## src/design/trle_pkg.sv

```systemverilog
// Package for the TGA run-length pixel decoder.
// Holds register indexes, reset values and packet field masks; no dependencies.
package trle_pkg;

   localparam int MaxBytesPerPixelDefault = 4;
   localparam int PixelCountBitsDefault   = 24;

   localparam int CsrIndexBits = 2;
   localparam int CsrDataBits  = 24;

   localparam logic [CsrIndexBits-1:0] CSR_BYTES_PER_PIXEL = 2'd0;
   localparam logic [CsrIndexBits-1:0] CSR_COMPRESSED_MODE = 2'd1;
   localparam logic [CsrIndexBits-1:0] CSR_TOTAL_PIXELS    = 2'd2;

   localparam logic [2:0]  BytesPerPixelReset  = 3'd3;
   localparam logic        CompressedModeReset = 1'b1;
   localparam logic [23:0] TotalPixelsReset    = 24'd1;

   localparam logic [7:0] RunFlagMask   = 8'h80;
   localparam logic [7:0] PacketLenMask = 8'h7F;

endpackage

```

## src/design/tga_rle_pixel_decoder.sv

```systemverilog
// TGA run-length pixel decoder, top level.
// Depends on trle_pkg for register indexes, reset values and packet masks.
//
//  channel | direction | beat content
//  req_    | in        | tdata[7:0] data_byte
//  rsp_    | out       | tdata: pixel_value, repeat_count; tlast image_done; tuser overrun
//  csr_    | in        | index, data (bytes_per_pixel, compressed_mode, total_pixels)
//
// One byte per cycle while req_tready is high; state is updated in the cycle a byte is taken.
// A result is registered into the output buffer as its pixel's last byte is taken.
// A two-entry output buffer lets req_ flow on while rsp_ stalls, until both entries fill.
// Synchronous reset clears state and output; registers return to their reset values.
// After image completion all bytes are taken and dropped until reset.
module tga_rle_pixel_decoder #(
   parameter int MAX_BYTES_PER_PIXEL = trle_pkg::MaxBytesPerPixelDefault,
   parameter int PIXEL_COUNT_BITS    = trle_pkg::PixelCountBitsDefault
) (
   input  logic                                clock,
   input  logic                                reset,
   input  logic                                req_tvalid,
   output logic                                req_tready,
   input  logic [7:0]                          req_tdata,   // data_byte
   output logic                                rsp_tvalid,
   input  logic                                rsp_tready,
   output logic [8*MAX_BYTES_PER_PIXEL+7:0]    rsp_tdata,   // pixel_value, repeat_count
   output logic                                rsp_tlast,   // image_done
   output logic                                rsp_tuser,   // overrun
   input  logic                                csr_valid,
   output logic                                csr_ready,
   input  logic [trle_pkg::CsrIndexBits-1:0]   csr_index,
   input  logic [trle_pkg::CsrDataBits-1:0]    csr_data
);

   localparam int PixelBits = 8 * MAX_BYTES_PER_PIXEL;
   localparam int PosBits   = (MAX_BYTES_PER_PIXEL > 1) ? $clog2(MAX_BYTES_PER_PIXEL) : 1;
   localparam int CntBits   = PIXEL_COUNT_BITS;
   localparam int TotBits   = (CntBits > 24) ? CntBits : 24;
   localparam logic [TotBits-1:0] CountMax = TotBits'((64'd1 << CntBits) - 64'd1);
   localparam logic [2:0] MaxDepth = 3'(MAX_BYTES_PER_PIXEL);

   typedef enum logic [1:0] {
      PHASE_HEADER,
      PHASE_PIXEL,
      PHASE_DONE
   } phase_type;

   typedef struct packed {
      logic [PixelBits-1:0] pixel_value;
      logic [7:0]           repeat_count;
      logic                 image_done;
      logic                 overrun;
   } result_type;

   logic [2:0]  bytes_per_pixel_ff;
   logic        compressed_mode_ff;
   logic [23:0] total_pixels_ff;

   phase_type              phase_ff, phase_in;
   logic                   run_packet_ff, run_packet_in;
   logic [7:0]             left_ff, left_in;
   logic [PosBits-1:0]     pos_ff, pos_in;
   logic [PixelBits-1:0]   acc_ff, acc_in;
   logic [CntBits-1:0]     produced_ff, produced_in;
   logic                   clipped_ff, clipped_in;

   result_type main_ff, skid_ff, result;
   logic       main_valid_ff, skid_valid_ff;
   logic       has_result;

   logic                 accept, pop, push;
   logic [2:0]           depth;
   logic [TotBits-1:0]   total_wide;
   logic [CntBits-1:0]   total_eff, remaining;
   logic [PixelBits-1:0] acc_full;
   logic [7:0]           count;
   logic [7:0]           left_dec;

   assign csr_ready  = 1'b1;
   assign req_tready = !skid_valid_ff;
   assign accept     = req_tvalid && req_tready;
   assign pop        = main_valid_ff && rsp_tready;
   assign push       = accept && has_result;

   always_comb begin
      depth = bytes_per_pixel_ff;
      if (depth == 3'd0) depth = 3'd1;
      if (depth > MaxDepth) depth = MaxDepth;
      total_wide = TotBits'(total_pixels_ff);
      total_eff  = (total_wide > CountMax) ? CntBits'(CountMax) : CntBits'(total_wide);
   end

   always_comb begin
      phase_in      = phase_ff;
      run_packet_in = run_packet_ff;
      left_in       = left_ff;
      pos_in        = pos_ff;
      acc_in        = acc_ff;
      produced_in   = produced_ff;
      clipped_in    = clipped_ff;
      has_result    = 1'b0;
      remaining     = total_eff - produced_ff;
      acc_full      = acc_ff | (PixelBits'(req_tdata) << (8 * pos_ff));
      count         = 8'd1;
      left_dec      = (left_ff != 8'd0) ? left_ff - 8'd1 : 8'd0;
      result        = '0;
      if (phase_ff == PHASE_DONE || produced_ff >= total_eff) begin
         // image complete: byte dropped
      end else if (compressed_mode_ff && phase_ff == PHASE_HEADER) begin
         run_packet_in = (req_tdata & trle_pkg::RunFlagMask) != 8'd0;
         left_in       = (req_tdata & trle_pkg::PacketLenMask) + 8'd1;
         pos_in        = '0;
         acc_in        = '0;
         phase_in      = PHASE_PIXEL;
      end else if (3'(pos_ff) + 3'd1 < depth) begin
         acc_in = acc_full;
         pos_in = pos_ff + PosBits'(1);
      end else begin
         has_result = 1'b1;
         pos_in     = '0;
         acc_in     = '0;
         if (!compressed_mode_ff) begin
            count = 8'd1;
         end else if (run_packet_ff) begin
            count = (left_ff == 8'd0) ? 8'd1 : left_ff;
            if (CntBits'(count) > remaining) begin
               count      = 8'(remaining);
               clipped_in = 1'b1;
            end
            left_in  = 8'd0;
            phase_in = PHASE_HEADER;
         end else begin
            count   = 8'd1;
            left_in = left_dec;
            if (remaining == CntBits'(1) && left_dec != 8'd0) clipped_in = 1'b1;
            if (left_dec == 8'd0) phase_in = PHASE_HEADER;
         end
         produced_in = produced_ff + CntBits'(count);
         if (produced_in >= total_eff) begin
            phase_in = PHASE_DONE;
            left_in  = 8'd0;
         end
         result.pixel_value  = acc_full;
         result.repeat_count = count;
         result.image_done   = produced_in >= total_eff;
         result.overrun      = (produced_in >= total_eff) && clipped_in;
      end
   end

   always_ff @(posedge clock) begin
      if (reset) begin
         bytes_per_pixel_ff <= trle_pkg::BytesPerPixelReset;
         compressed_mode_ff <= trle_pkg::CompressedModeReset;
         total_pixels_ff    <= trle_pkg::TotalPixelsReset;
      end else if (csr_valid) begin
         if (csr_index == trle_pkg::CSR_BYTES_PER_PIXEL) bytes_per_pixel_ff <= csr_data[2:0];
         if (csr_index == trle_pkg::CSR_COMPRESSED_MODE) compressed_mode_ff <= csr_data[0];
         if (csr_index == trle_pkg::CSR_TOTAL_PIXELS)    total_pixels_ff    <= csr_data[23:0];
      end
   end

   always_ff @(posedge clock) begin
      if (reset) begin
         phase_ff      <= PHASE_HEADER;
         run_packet_ff <= 1'b0;
         left_ff       <= 8'd0;
         pos_ff        <= '0;
         acc_ff        <= '0;
         produced_ff   <= '0;
         clipped_ff    <= 1'b0;
      end else if (accept) begin
         phase_ff      <= phase_in;
         run_packet_ff <= run_packet_in;
         left_ff       <= left_in;
         pos_ff        <= pos_in;
         acc_ff        <= acc_in;
         produced_ff   <= produced_in;
         clipped_ff    <= clipped_in;
      end
   end

   always_ff @(posedge clock) begin
      if (reset) begin
         main_valid_ff <= 1'b0;
         skid_valid_ff <= 1'b0;
      end else begin
         if (!main_valid_ff || pop) begin
            if (skid_valid_ff) begin
               main_ff       <= skid_ff;
               main_valid_ff <= 1'b1;
               skid_valid_ff <= 1'b0;
            end else begin
               main_ff       <= result;
               main_valid_ff <= push;
            end
         end else if (push) begin
            skid_ff       <= result;
            skid_valid_ff <= 1'b1;
         end
      end
   end

   assign rsp_tvalid = main_valid_ff;
   assign rsp_tdata  = {main_ff.repeat_count, main_ff.pixel_value};
   assign rsp_tlast  = main_ff.image_done;
   assign rsp_tuser  = main_ff.overrun;

endmodule

```

## config.mk

```make
export PLATFORM = sky130hd
export DESIGN_NAME = tga_rle_pixel_decoder
export DESIGN_NICKNAME = d
export VERILOG_FILES = /design/src/design/trle_pkg.sv /design/src/design/tga_rle_pixel_decoder.sv
export SDC_FILE = /design/constraint.sdc
export NUM_CORES = 1
export LEC_CHECK = 0
export ABC_AREA = 1
export BUFFER_PORTS_ARGS = -buffer_cell sky130_fd_sc_hd__buf_2
export CAP_MARGIN = 20
export CELL_PAD_IN_SITES_DETAIL_PLACEMENT = 2
export CELL_PAD_IN_SITES_GLOBAL_PLACEMENT = 2
export CORE_MARGIN = 5
export CORE_UTILIZATION = 38
export CTS_CLUSTER_SIZE = 20
export DETAILED_ROUTE_END_ITERATION = 10
export PLACE_DENSITY = 0.95
export SYNTH_ARGS = -nofsm -noshare
export SYNTH_HDL_FRONTEND = slang
export SYNTH_SLANG_ARGS = --single-unit
```

## constraint.sdc

```tcl
create_clock -name clock -period 11 [get_ports clock]
set_input_delay 2.75 -clock clock [delete_from_list [all_inputs] [get_ports clock]]
set_output_delay 2.75 -clock clock [all_outputs]
set_load 0.01 [all_outputs]
```

# == Word level (Yosys, flattened, before mapping) ==
# Cells that the tools add are included.
# op_classes
reduce_logical,30
shifts,1
n_eq_ne,5
add_sub_neg,6
mux,41
magnitude_cmp,6
bitwise,6
# ops
op,n
42-bit 2-to-1 mux,4
8-bit 2-to-1 mux,13
32-bit 2-to-1 mux,2
24-bit >= comparator,2
32-bit OR,1
8-bit by 5-bit left shift with 32-bit output,1
24-bit by 8-bit adder with 24-bit output,1
24-bit by 1-bit equality test with 1-bit output (second input constant),1
24-bit > comparator (second input constant),1
8-bit by 24-bit > comparator with 1-bit output,1
24-bit 2-to-1 mux,1
24-bit subtractor,1
8-bit logical NOT,2
2-bit 2-to-1 mux,8
8-bit nonzero test,2
1-bit 2-to-1 mux,11
2-bit AND reduction,5
7-bit by 1-bit adder with 8-bit output (second input constant),1
4-bit AND reduction,2
8-bit by 1-bit subtractor with 8-bit output (second input constant),1
1-bit logical AND,6
3-bit 2-to-1 mux,2
3-bit AND reduction,2
1-bit inverter,5
other kinds (15),19
# word_totals
ff_bits,184
out_inout_bits,45
inputBits,39
wordCells,115

# == Longest topological paths before layout ==
# logic_depth
ltp_word,17
ltp_mapped,46
ltp_nobuf,46

# == Worst setup path after synthesis ==
# Ideal clock, no wire load.
# synth_timing
path_type,register to register
start,register total_pixels_ff[0]
end,register left_ff[1]
required_ps,10883
arrival_time_ps,5951
synth_period_minus_slack_ps,6068
stages_incl_launch_ff,44
path_slack_ps,4932
n_path_buf,0
setup_ps,117
path_cell_list,dfxtp_1 inv_1 ha_1 inv_1 fa_1 nand3_1 nand3_2 nand2_1 nand2_1 xnor2_1 ha_1 nand2_1 nor2_1 nand2_1 a21oi_1 nor3b_1 a21oi_1 nand3_4 [... 8 more ...] o21ai_0 nand3_1 nand2_1 nand3_1 nor3_1 xor2_1 inv_1 ha_1 nand4_1 nor3_1 nand3_1 and3_1 nand2_1 inv_1 nand2_1 o21ai_0 nor2_1 nor2_1
# synth_between
elab_chain_len,15
elab_cells_between_ends,20
cone_classes,add/sub: 2; order compare: 4; mux: 10; bitwise: 1; reduce/logical: 3
# synth_rtl
item,line_no,rtl
from (decl),tga_rle_pixel_decoder.sv:56,logic [23:0] total_pixels_ff;
from (signal assigned),tga_rle_pixel_decoder.sv:153,total_pixels_ff <= trle_pkg::TotalPixelsReset;
from (signal assigned),tga_rle_pixel_decoder.sv:157,if (csr_index == trle_pkg::CSR_TOTAL_PIXELS) total_pixels_ff <= csr_data[23:0];
24-bit > comparator,tga_rle_pixel_decoder.sv:89,total_eff = (total_wide > CountMax) ? CntBits'(CountMax) : CntBits'(total_wide);
24-bit 2-to-1 mux *,tga_rle_pixel_decoder.sv:89,
24-bit subtractor,tga_rle_pixel_decoder.sv:101,remaining = total_eff - produced_ff;
8-bit by 24-bit > comparator with 1-bit output,tga_rle_pixel_decoder.sv:125,if (CntBits'(count) > remaining) begin
8-bit 2-to-1 mux,tga_rle_pixel_decoder.sv:125,
8-bit 2-to-1 mux,tga_rle_pixel_decoder.sv:123,end else if (run_packet_ff) begin
8-bit 2-to-1 mux,tga_rle_pixel_decoder.sv:121,if (!compressed_mode_ff) begin
8-bit 2-to-1 mux,tga_rle_pixel_decoder.sv:114,end else if (3'(pos_ff) + 3'd1 < depth) begin
8-bit 2-to-1 mux,tga_rle_pixel_decoder.sv:108,end else if (compressed_mode_ff && phase_ff == PHASE_HEADER) begin
8-bit 2-to-1 mux,tga_rle_pixel_decoder.sv:106,if (phase_ff == PHASE_DONE || produced_ff >= total_eff) begin
24-bit by 8-bit adder with 24-bit output,tga_rle_pixel_decoder.sv:137,produced_in = produced_ff + CntBits'(count);
24-bit >= comparator,tga_rle_pixel_decoder.sv:138,if (produced_in >= total_eff) begin
8-bit 2-to-1 mux,tga_rle_pixel_decoder.sv:138,
8-bit 2-to-1 mux,tga_rle_pixel_decoder.sv:114,
8-bit 2-to-1 mux,tga_rle_pixel_decoder.sv:108,
to (signal assigned),tga_rle_pixel_decoder.sv:173,left_ff <= left_in;
to (decl),tga_rle_pixel_decoder.sv:60,"logic [7:0] left_ff, left_in;"
# Every way passes the cells marked *; elsewhere a longest branch is shown, timed or not. The select of a mux whose other input is x is not followed.
# A chain may end at the register's enable or synchronous reset.

# == Worst setup path after layout ==
# layout_timing
start,register left_ff[0]
end,register left_ff[0]
# layout_between
elab_chain_len,14
elab_cells_between_ends,21
cone_classes,add/sub: 2; order compare: 2; mux: 13; reduce/logical: 4
# layout_rtl
item,line_no,rtl
8-bit logical NOT,tga_rle_pixel_decoder.sv:124,count = (left_ff == 8'd0) ? 8'd1 : left_ff;
8-bit 2-to-1 mux,tga_rle_pixel_decoder.sv:124,
8-bit by 24-bit > comparator with 1-bit output,tga_rle_pixel_decoder.sv:125,
8-bit 2-to-1 mux,tga_rle_pixel_decoder.sv:125,
8-bit 2-to-1 mux,tga_rle_pixel_decoder.sv:123,
8-bit 2-to-1 mux,tga_rle_pixel_decoder.sv:121,
8-bit 2-to-1 mux,tga_rle_pixel_decoder.sv:114,
8-bit 2-to-1 mux,tga_rle_pixel_decoder.sv:108,
8-bit 2-to-1 mux,tga_rle_pixel_decoder.sv:106,
24-bit by 8-bit adder with 24-bit output,tga_rle_pixel_decoder.sv:137,
24-bit >= comparator,tga_rle_pixel_decoder.sv:138,
8-bit 2-to-1 mux,tga_rle_pixel_decoder.sv:138,
8-bit 2-to-1 mux,tga_rle_pixel_decoder.sv:114,
8-bit 2-to-1 mux,tga_rle_pixel_decoder.sv:108,
# Parallel ways exist; a longest one is shown, timed or not. The select of a mux whose other input is x is not followed.

==> flow_summary.yaml <==
clock_network:
  htree_num_levels: 4
  tritoncts: "built"
  cts_setup_buffers: 0
  clkLatencyLatePin_ns: 0.49
  path_clk_slew_ns: 0.09
  cts_root_buffer: "sky130_fd_sc_hd__clkbuf_16"
  clock_path_buffers: 2
  postCtsHoldBufs: 0
  post_cts_resize_count: 0
  cts_inserted_buffers: 17
  cts.sinks: 184
floorplan:
  die_area_sq_um: 33100
  die_y_um: 182
  row_count: 63
  core_sq_um: 29400
  start_util_pct: 38.2
  floorplan.io_pins: 84
  dieWidth_um: 182
synth:
  netlist-cell-type-count: 42
  synth-compound-area-share_pct: 12.8
  synthArstFlopShare_pct: 0
  ys.warnings.count: 0
  mappedNetlistArea_sq_um: 11200
  top_cells_by_area_synth: "sky130_fd_sc_hd__edfxtp_1 (22%), sky130_fd_sc_hd__dfxtp_1 (18%), sky130_fd_sc_hd__nand2_1 (13%)"
  synth_enable_flop_cells: 84
  xor_xnor_cell_area_share_of_the_yosys_netlist_pct: 2.65
  muxShareOfSynthArea_pct: 0
  synth.largest_area_cell: "sky130_fd_sc_hd__edfxtp_1"
  post_synth_fa_ha_maj_area_fraction_pct: 8.05
  synthFlopType: "sky130_fd_sc_hd__dfxtp_1"
  synthCells: 1510
  synth_top_cell_area_share_pct: 22.5
  post_synth_and_or_nand_nor_area_fraction_pct: 25.6
  postSynthRegisterBits: 184
  syn-mean-instance-area_sq_um: 7.43
  share_of_synthesized_area_occupied_by_flip_flops_and_latches_pct: 40.3
  synth.net_count: 1620
  main_combinational_cell_family_by_area_after_synthesis: "simple AND/OR/NAND/NOR gates"
worst_setup_path:
  worstPathArrival_ns: 9.99
  worst-endpoint-required_ns: 11.37
  cpPeakStageDelay_ns: 0.59
  crit_path_top_delay_cell: "sky130_fd_sc_hd__o21ai_0"
  category_of_the_worst_setup_path_capture_point: "flip-flop"
  crit_path_start_kind: "flip-flop"
  critPathMostFrequentCell: "sky130_fd_sc_hd__nand2_1"
  timing.critical_path.buf_inv: 6
  cpLargestDelayFamily: "simple AND/OR/NAND/NOR gates"
  critical_path_fanouts_max: 12
  timing_worst_setup_path_type: "reg2reg"
timing:
  drv_slew: 0
  tightest_slew_ns: 0.981
  finalSetupViolations: 0
  period_share_pct: 87.5
  max_freq_mhz: 104
  rsz_0062_raised_after_global_routing: "false"
  final_hold_viol_count: 0
  totalNegativeSetupSlack_ns: 0
  fin_worst_skew_ns: 0.0222
  fin_crit_ns: 9.63
  worst_slew_margin_rel_pct: 34.4
detailed_routing:
  postRouteWirelength_um: 54200
  drt_iter0_markers: 873
  routed-via-count: 11600
  dr.pass1.iters: 5
  avgRoutedWirePerCell_um: 27.6
  detail_route.vias_per_cell: 5.93
  antenna_violating_nets_left: 0
  post-route-drc-count: 0
layout:
  layout-area-overhead-vs-synth_pct: 12.7
  multiInputGateArea_sq_um: 5530
  layout.cells.non_filler: 1962
  final.fill_count: 3367
  seq_area_sq_um: 4520
  finish.net_count: 1668
  final_layout_size_suffix_gt1_share_pct: 11.8
global_routing:
  globalRouteMet1Util_pct: 33.2
  initial_antenna_violation_count: 1
  via_count_of_the_first_global_routing_pass: 12700
  grt.total_usage_pct: 30.0
  grt.met3_usage_pct: 4.61
  gr-usage-met2_pct: 55.0
  global_route.peak_usage_layer: "met2"
  globalRoute.totalOverflow: 0
  grt_max_degree: 59
  grt_first_pass_wirelength_um: 76500
placement:
  routabilityCongestion: 0.868
  place.detailed.hpwl_um: 32800
  port_buffers: 82
  dp_cells: 1926
pwr:
  cellPowerDensity_nw_per_um2: 250
  swShare_pct: 52.2
  power_frac_comb_pct: 50.4
  seqPwrFrac_pct: 26.9
  share_of_total_power_in_the_clock_network_pct: 22.7
  switching_power_mw: 1.65
  p_total_mw: 3.16
  leakage_nw: 5.68
  peakVddDrop_v: 0.000128
  p_int_mw: 1.51
status:
  outcome: "complete, no violations"
worst_hold_path:
  worstHoldPathType: "reg2reg"
job:
  max_cap_viol_count: 0
==> flip-flops by register name, indices dropped and copies added (netlist names), 2 cells and up <==
register	cells
pos_ff	2
total_pixels_ff	24
produced_ff	24
rsp_tdata	40
bytes_per_pixel_ff	3
acc_ff	32
skid_ff	42
left_ff	8
phase_ff	2
==> path summary, 6_finish.rpt <==
| path | slack, ns | from | cells after the start | endpoint |
|---|---|---|---|---|
| hold / removal | 0.50 | total_pixels_ff[4] | 2 | total_pixels_ff[4] |
| setup reg to reg | 1.37 | left_ff[0] | 43 | left_ff[0] |
| setup / recovery | 1.37 | left_ff[0] | 43 | left_ff[0] |
| hold reg to reg | 0.50 | total_pixels_ff[4] | 2 | total_pixels_ff[4] |
==> routing by layer <==
layer / vias to the layer above / wire length, um
li1: 5018 / -
met1: 5855 / 20200
met2: 526 / 27400
met3: 226 / 2860
met4: 0 / 3740
met5: - / 0
==> power by group through the flow <==
stage / Clock (mW) / Combinational (mW) / Sequential [mW]
2_1_floorplan: 0 / 0.927 / 0.837
4_1_cts: 0.712 / 1.47 / 0.846
6_report: 0.716 / 1.59 / 0.851
5_1_grt: 0.743 / 1.68 / 0.854
3_3_place_gp: 0 / 1.23 / 0.847
3_5_place_dp: 0 / 1.37 / 0.857
==> placed cells by master, fill, tap and decap left out, types with 32 or more instances in the layout <==
cell type,instances
sky130_fd_sc_hd__edfxtp_1,84
sky130_fd_sc_hd__nand4_1,56
sky130_fd_sc_hd__nand2_1,379
sky130_fd_sc_hd__ha_1,69
sky130_fd_sc_hd__o21ai_0,71
sky130_fd_sc_hd__buf_2,82
sky130_fd_sc_hd__nor2_1,98
sky130_fd_sc_hd__dfxtp_1,100
sky130_fd_sc_hd__inv_1,228
sky130_fd_sc_hd__nand3_1,87
sky130_fd_sc_hd__a21oi_1,128
sky130_fd_sc_hd__a21oi_2,32
==> cells in the mapped netlist, types with 2 or more instances <==
cell type / number
sky130_fd_sc_hd__fa_1: 2
sky130_fd_sc_hd__nor3b_1: 2
sky130_fd_sc_hd__o22ai_1: 3
sky130_fd_sc_hd__nor3_1: 19
sky130_fd_sc_hd__xnor2_1: 6
sky130_fd_sc_hd__nor2_4: 2
sky130_fd_sc_hd__o21ai_1: 2
sky130_fd_sc_hd__inv_2: 6
sky130_fd_sc_hd__ha_1: 69
sky130_fd_sc_hd__buf_2: 11
sky130_fd_sc_hd__clkbuf_1: 49
sky130_fd_sc_hd__nand4_1: 56
sky130_fd_sc_hd__buf_1: 3
sky130_fd_sc_hd__nand2_2: 3
sky130_fd_sc_hd__a211oi_1: 7
sky130_fd_sc_hd__o211ai_1: 7
sky130_fd_sc_hd__a21oi_2: 32
sky130_fd_sc_hd__dfxtp_1: 100
sky130_fd_sc_hd__nand3_1: 87
sky130_fd_sc_hd__nand2_1: 379
sky130_fd_sc_hd__nor4_1: 2
sky130_fd_sc_hd__buf_6: 3
sky130_fd_sc_hd__inv_1: 228
sky130_fd_sc_hd__edfxtp_1: 84
sky130_fd_sc_hd__nor2_1: 100
sky130_fd_sc_hd__o21ai_0: 71
sky130_fd_sc_hd__a21oi_1: 128
sky130_fd_sc_hd__nor2_2: 7
sky130_fd_sc_hd__clkinv_1: 2
sky130_fd_sc_hd__xor2_1: 28
==> worst min-delay path: cells and delay by family (launching register included) <==
kind	cells	cell delay [ns]
AO/OA/AOI/OAI	1	0.06
buffers and inverters	1	0.07
flip-flops	1	0.32
==> area by class of cell <==
cell class	count	area share [%]
multi-input cells	1023	43.8
flip-flops and latches	184	35.8
repair buffers	96	4.49
well taps	390	3.86
inverters	236	7.00
diodes	1	0.0198
clock inverters	15	1.74
clock buffers	17	3.36
==> metrics by stage <==
step	area [sq um]	worst slack, ns	hold WS (ns)	util [%]
after floorplan	11200	4.93	0.447	-
after detailed placement	11900	2.74	0.475	40.6
after global routing	12600	1.01	0.528	43.0
after CTS	12600	1.80	0.497	42.8
after global placement	11900	3.56	0.461	40.6
final	12600	1.37	0.496	43.0
==> kinds of logic (layout without fill, tap and decap cells) <==
group / count (synthesis) / after routing
AND/OR/NAND/NOR: 664 / 664
buffers and inverters: 303 / 364
AO/OA/AOI/OAI: 253 / 253
flip-flops: 184 / 184
adder cells (fa/ha/maj): 71 / 71
XOR/XNOR: 34 / 34
other: 1 / 2
(Power assumes the default switching activity.)
